**config.mk**
```make
export PLATFORM = sky130hd
export DESIGN_NAME = oaht_ctrl
export DESIGN_NICKNAME = d
export VERILOG_FILES = /design/src/rtl/oaht_pkg.sv /design/src/rtl/oaht_ctrl.sv
export SDC_FILE = /design/constraint.sdc
export NUM_CORES = 1
export LEC_CHECK = 0
export BUFFER_PORTS_ARGS = -buffer_cell sky130_fd_sc_hd__buf_4
export CAP_MARGIN = 20
export CORE_AREA = 8 8 45 47
export CTS_BUF_LIST = sky130_fd_sc_hd__clkbuf_8
export DETAILED_ROUTE_END_ITERATION = 7
export DIE_AREA = 0 0 53 55
export PLACE_DENSITY = 0.54
export SETUP_SLACK_MARGIN = 0.2
export SLEW_MARGIN = 30
export SYNTH_ARGS = -nofsm -noshare
export SYNTH_HDL_FRONTEND = slang
export SYNTH_SLANG_ARGS = --single-unit
```
**constraint.sdc**
```tcl
create_clock -name aclk -period 1.4 [get_ports aclk]
set_clock_uncertainty 0.1 [all_clocks]
set_input_delay 0.07 -clock aclk [delete_from_list [all_inputs] [get_ports aclk]]
set_output_delay 0.07 -clock aclk [all_outputs]
set_load 0.01 [all_outputs]
```
**src/rtl/oaht_pkg.sv**
```systemverilog
package oaht_pkg;

    localparam int TABLE_SIZE_DEF = 1024;
    localparam int MOD_W          = 11;
    localparam int MOD_RESET      = 823;
    localparam int WORD_W         = 32;
    localparam int CMD_W          = 2;
    localparam int STATUS_W       = 2;
    localparam int ENTRY_W        = 11;
    localparam int DIV_CNT_W      = 5;
    localparam int S_DATA_W       = 104;
    localparam int M_DATA_W       = 80;

    typedef enum logic [CMD_W-1:0] {
        CMD_INSERT = 2'd0,
        CMD_LOOKUP = 2'd1,
        CMD_REMOVE = 2'd2,
        CMD_CLEAR  = 2'd3
    } cmd_t;

    typedef enum logic [STATUS_W-1:0] {
        ST_OK        = 2'd0,
        ST_NOT_FOUND = 2'd1,
        ST_FULL      = 2'd2
    } status_t;

    typedef enum logic [2:0] {
        S_INIT_CLR,
        S_IDLE,
        S_DIV,
        S_READ,
        S_CMP,
        S_CLR,
        S_FIN
    } state_t;

    typedef struct packed {
        logic start;
        logic div_step;
        logic rd;
        logic adv;
        logic resolve;
        logic clr_write;
        logic load_out;
    } ctrl_cmd_t;

    typedef struct packed {
        logic is_clear;
        logic div_last;
        logic probe_done;
        logic clr_last;
        logic out_free;
    } dp_status_t;

endpackage

```
**src/rtl/oaht_ctrl.sv**
```systemverilog
module oaht_ctrl (
    input  logic                  aclk,
    input  logic                  aresetn,
    input  logic                  s_tvalid,
    output logic                  s_tready,
    input  oaht_pkg::dp_status_t  st,
    output oaht_pkg::ctrl_cmd_t   cmd
);
    import oaht_pkg::*;

    state_t state_reg, state_next;

    always_ff @(posedge aclk) begin
        if (!aresetn) begin
            state_reg <= S_INIT_CLR;
        end else begin
            state_reg <= state_next;
        end
    end

    always_comb begin
        state_next = state_reg;
        unique case (state_reg)
            S_INIT_CLR: if (st.clr_last) state_next = S_IDLE;
            S_IDLE: begin
                if (s_tvalid) begin
                    state_next = st.is_clear ? S_CLR : S_DIV;
                end
            end
            S_DIV:  if (st.div_last) state_next = S_READ;
            S_READ: state_next = S_CMP;
            S_CMP:  state_next = st.probe_done ? S_FIN : S_READ;
            S_CLR:  if (st.clr_last) state_next = S_FIN;
            S_FIN:  if (st.out_free) state_next = S_IDLE;
            default: state_next = S_INIT_CLR;
        endcase
    end

    always_comb begin
        s_tready = 1'b0;
        cmd      = '0;
        unique case (state_reg)
            S_INIT_CLR: cmd.clr_write = 1'b1;
            S_IDLE: begin
                s_tready  = 1'b1;
                cmd.start = s_tvalid;
            end
            S_DIV:  cmd.div_step = 1'b1;
            S_READ: cmd.rd = 1'b1;
            S_CMP: begin
                cmd.resolve = st.probe_done;
                cmd.adv     = !st.probe_done;
            end
            S_CLR:  cmd.clr_write = 1'b1;
            S_FIN:  cmd.load_out = st.out_free;
            default: cmd = '0;
        endcase
    end

endmodule

```
* Word-level counts from Yosys, hierarchy flattened
Index checks and enable logic that the tools add are counted.
** Storage, ports and cells
- Register bits :: 3
- Logic and storage cells :: 31
- Output and inout bits :: 8
- Input port bits :: 8
** Cells by class
- Reduce and logical (&&, ||, !) cells :: 4
- Equal/unequal tests :: 11
- Muxes and demuxes :: 15
** Operators with widths (count)
- $mux 3 :: 7
- $pmux 3 s7 :: 1
- $ne 2x2->1 const B :: 5
- $eq 3x3->1 const B :: 3
- $eq 3x2->1 const B :: 2
- $mux 1 :: 6
- $reduce_and 5->1 :: 1
- $eq 3x1->1 const B :: 1
- $logic_not 3->1 :: 1
- $mux 2 :: 1
- $reduce_or 2->1 :: 1
- $logic_not 1->1 :: 1

* Depth between registers and ports, before layout
- Depth in word-level cells :: 3
- Depth in mapped cells :: 5
- Gate-level depth less buffers :: 4

* Least setup slack after synthesis
No wires, ideal clock.
- Path type :: register to register
- Start point :: reg state_reg[1]
- End point :: reg state_reg[0]
- Stages on the path, launching flop included :: 5
- Slack :: -0.002 ns
- Clock period less this slack :: 1.402 ns
- Data arrival time :: 1.181 ns
- Buffers on the path :: 1
- Required time :: 1.178 ns
- Setup time :: 0.122 ns
- Path through :: dfxtp_1 > buf_6 > nor4b_4 > a211o_1 > o311a_1
** Between the ends
- Longest elaborated chain between the ends :: 3
- Elaborated cells on any way between the ends :: 14
- Those cells by class :: 11 x eq/ne; 1 x mux; 2 x reduce/logical
** RTL lines
- from (decl) :: line oaht_ctrl.sv:11 : state_t state_reg, state_next;
- from (signal assigned) :: line oaht_ctrl.sv:17 : state_reg <= state_next;
- $eq 3x2->1 (tied with other cells) :: line oaht_ctrl.sv:23 : unique case (state_reg)
- $ne 2x2->1 (no source line)
- $reduce_and 5->1 (no source line)
Several ways; a longest one is shown, not always the timed one.
A chain may end at the register's enable or synchronous reset.

* Worst setup path in the final report
Same ends and word-level chain as after synthesis.

==> results.cfg <==
[finish]
stdcell_area_um2 = 628
drive_gt1_share_pct = 65.1
syn2layout_area_growth_pct = 97.6
final-instance-count-excl-fill = 79
largest_register_ffs = 3
diodes = 0
fillers = 142
fin_nets = 72
fin_util_pct = 45.4

[route]
vias = 385
drc = 0
ant_nets = 0
totalWireLength_mm = 1.08
viasPerCell = 4.87
drt_iter0_markers = 2
wl_per_cell_um = 13.7
drt_pass1_iterations = 4

[clock_network]
cts_tree = done
cts_max_path_buffers = 2
cts_root_buf = clkbuf_8
htree_levels = 1
cts_made_buffers = 3
cts_sinks = 3
clkTransAtPathRegs_ns = 0.03
clk_latency_ns = 0.21

[timing]
worst_hold_slack_ns = 0.0922
finalHoldViolCount = 0
final-setup-viol-count = 0
timing.fmax_mhz = 742
period_share_pct = 96.2
worst_slew_pin_slew_ns = 0.216
fin_crit_ns = 1.35
final_max_slew_viol_count = 0
slew_headroom_pct = 85.6
rsz0062_at_grt = true
setup_ws_ns = 0.0530
finalSetupTns_ns = 0

[placed_design]
dpl_cell_area_um2 = 454
dp_hpwl_um = 730
gp_congestion = 0.719
portBuffers = 15
post-place-ws_ns = -0.0212
placed_cells = 72

[worst_setup_path]
critical_path_class = reg -> reg
worst_ep_required_time_ns = 1.40
crit_path_end_kind = flip-flop
startpoint_type = flip-flop
arrival_ns = 1.34
slowest_delay_ns = 0.36
cp_max_fo = 7
path_cells = nor4b_4 -> a211o_1 -> o311a_1
critical-path-slowest-cell = dfxtp_4

[floorplanning]
dieArea_um2 = 2920
die_y_um = 55
start_util_pct = 23.0
die_x_um = 53
coreArea_um2 = 1380
ios = 16
rows = 14

[yosys]
yosys.area.top_type_share_pct = 18.9
avgSynthCellArea_um2 = 7.95
yosysTopAreaCell = dfxtp_1
syn_area_um2 = 318
ys_ff_latch = 3
synth_fp_nets = 48
syn_inst = 40
ys_warn_count = 0
yosysSeqAreaShare_pct = 18.9
synth_cell_type_count = 25
yosys-top-cells-area = dfxtp_1, nor4b_4, buf_6

[global_routing]
grt_use_met2_pct = 14.1
grt_usage_pct = 8.25
use_met1_pct = 7.89
grt_pass1_wl_mm = 1.75
grt_pass1_vias = 406
top_usage_layer = met2
grt_overflow = 0
grt_antenna_before_repair = 0
grt_max_degree = 9
grt_use_met3_pct = 4.55

[power_and_ir_drop]
internal_power_mw = 0.918
finalPower_mw = 1.51
combPwrFrac_pct = 67.2
switching_share_pct = 39.1
power_density_nw_per_um2 = 2400
seqPwrFrac_pct = 16.8
clkPwrFrac_pct = 16.1
p_leak_nw = 0.270
max-vdd-ir-drop_v = 0.000823
p_sw_mw = 0.590

[worst_hold_path]
min_path_type = in -> reg

[flow_run]
cap_viol_max_count = 0

[outcome]
status = finished, final reports clean
area by class of cell:
type	instances	area, um2	share of cell area (%)
clock inverters	1	3.75	0.598
repair buffers	23	205	32.7
well taps	16	20.0	3.19
inverters	2	7.51	1.20
flip-flops and latches	3	71.3	11.4
clock buffers	3	41.3	6.57
multi-input cells	31	279	44.4
metal layers:
metal	vias up	wire length, um
met4	0	0
met5	-	0
met1	186	416
met3	0	72
met2	7	592
li1	192	-
worst max-delay path: cells and delay by family (launching register included):
kind / cells / cell delay [ns]
DFF: 1 / 0.36
and+or+nand+nor: 1 / 0.14
AOI/OAI and AO/OA: 2 / 0.63
worst paths after layout:
check / cells after the start / end / slack [ns] / startpoint
min: 3 / state_reg[1] / 0.09 / st[3]
min reg2reg: 2 / state_reg[1] / 0.53 / state_reg[0]
max: 3 / state_reg[0] / 0.05 / state_reg[1]
max reg2reg: 3 / state_reg[0] / 0.05 / state_reg[1]
power groups by stage:
stage / Combinational (mW) / Clock, mW / Sequential, mW
2_1_floorplan: 0.566 / 0 / 0.146
3_3_place_gp: 0.744 / 0 / 0.208
3_5_place_dp: 0.752 / 0 / 0.208
4_1_cts: 0.924 / 0.249 / 0.236
5_1_grt: 1.10 / 0.265 / 0.263
6_report: 1.01 / 0.242 / 0.253
what timing repair did:
action / in CTS / in global routing
pin swaps: 4 / 3
gates resized for setup: 19 / 10
endpoints found under the setup margin: 11 / 11
hold buffers: 1 / 0
setup buffers: 2 / 0
hold endpoints to repair: 1 / 0
cell usage after synthesis:
cell type / number
a21oi_1: 4
dfxtp_1: 3
nor2_1: 3
and3_1: 2
buf_6: 2
inv_1: 2
nand2_1: 2
nand2b_1: 2
nor3_1: 2
o21ai_0: 2
o311a_1: 2
a211o_1: 1
a211oi_1: 1
and2_1: 1
buf_4: 1
clkbuf_1: 1
mux2i_1: 1
nor3b_1: 1
nor4_1: 1
nor4b_1: 1
nor4b_4: 1
nor4bb_1: 1
o21a_1: 1
o21bai_1: 1
xor2_1: 1
layout by cell type, fill, tap and decap left out, types with 2 or more instances in the layout:
| cell type | n |
|---|---|
| dfxtp_4 | 3 |
| a21oi_1 | 2 |
| a21oi_2 | 2 |
| buf_6 | 4 |
| buf_8 | 2 |
| buf_4 | 16 |
| clkbuf_8 | 3 |
| and3_4 | 2 |
| o311a_1 | 2 |
| nand2_1 | 2 |
| inv_1 | 2 |
| nor2_1 | 3 |
| nand2b_1 | 2 |
cells by family after synthesis:
logic type | synth area share (%)
AO/OA/AOI/OAI | 25.6
multiplexers | 3.15
buffers and inverters | 13.0
flip-flops | 18.9
XOR/XNOR | 2.76
AND/OR/NAND/NOR | 36.6
Note: power is estimated with default switching activity, not from simulation.
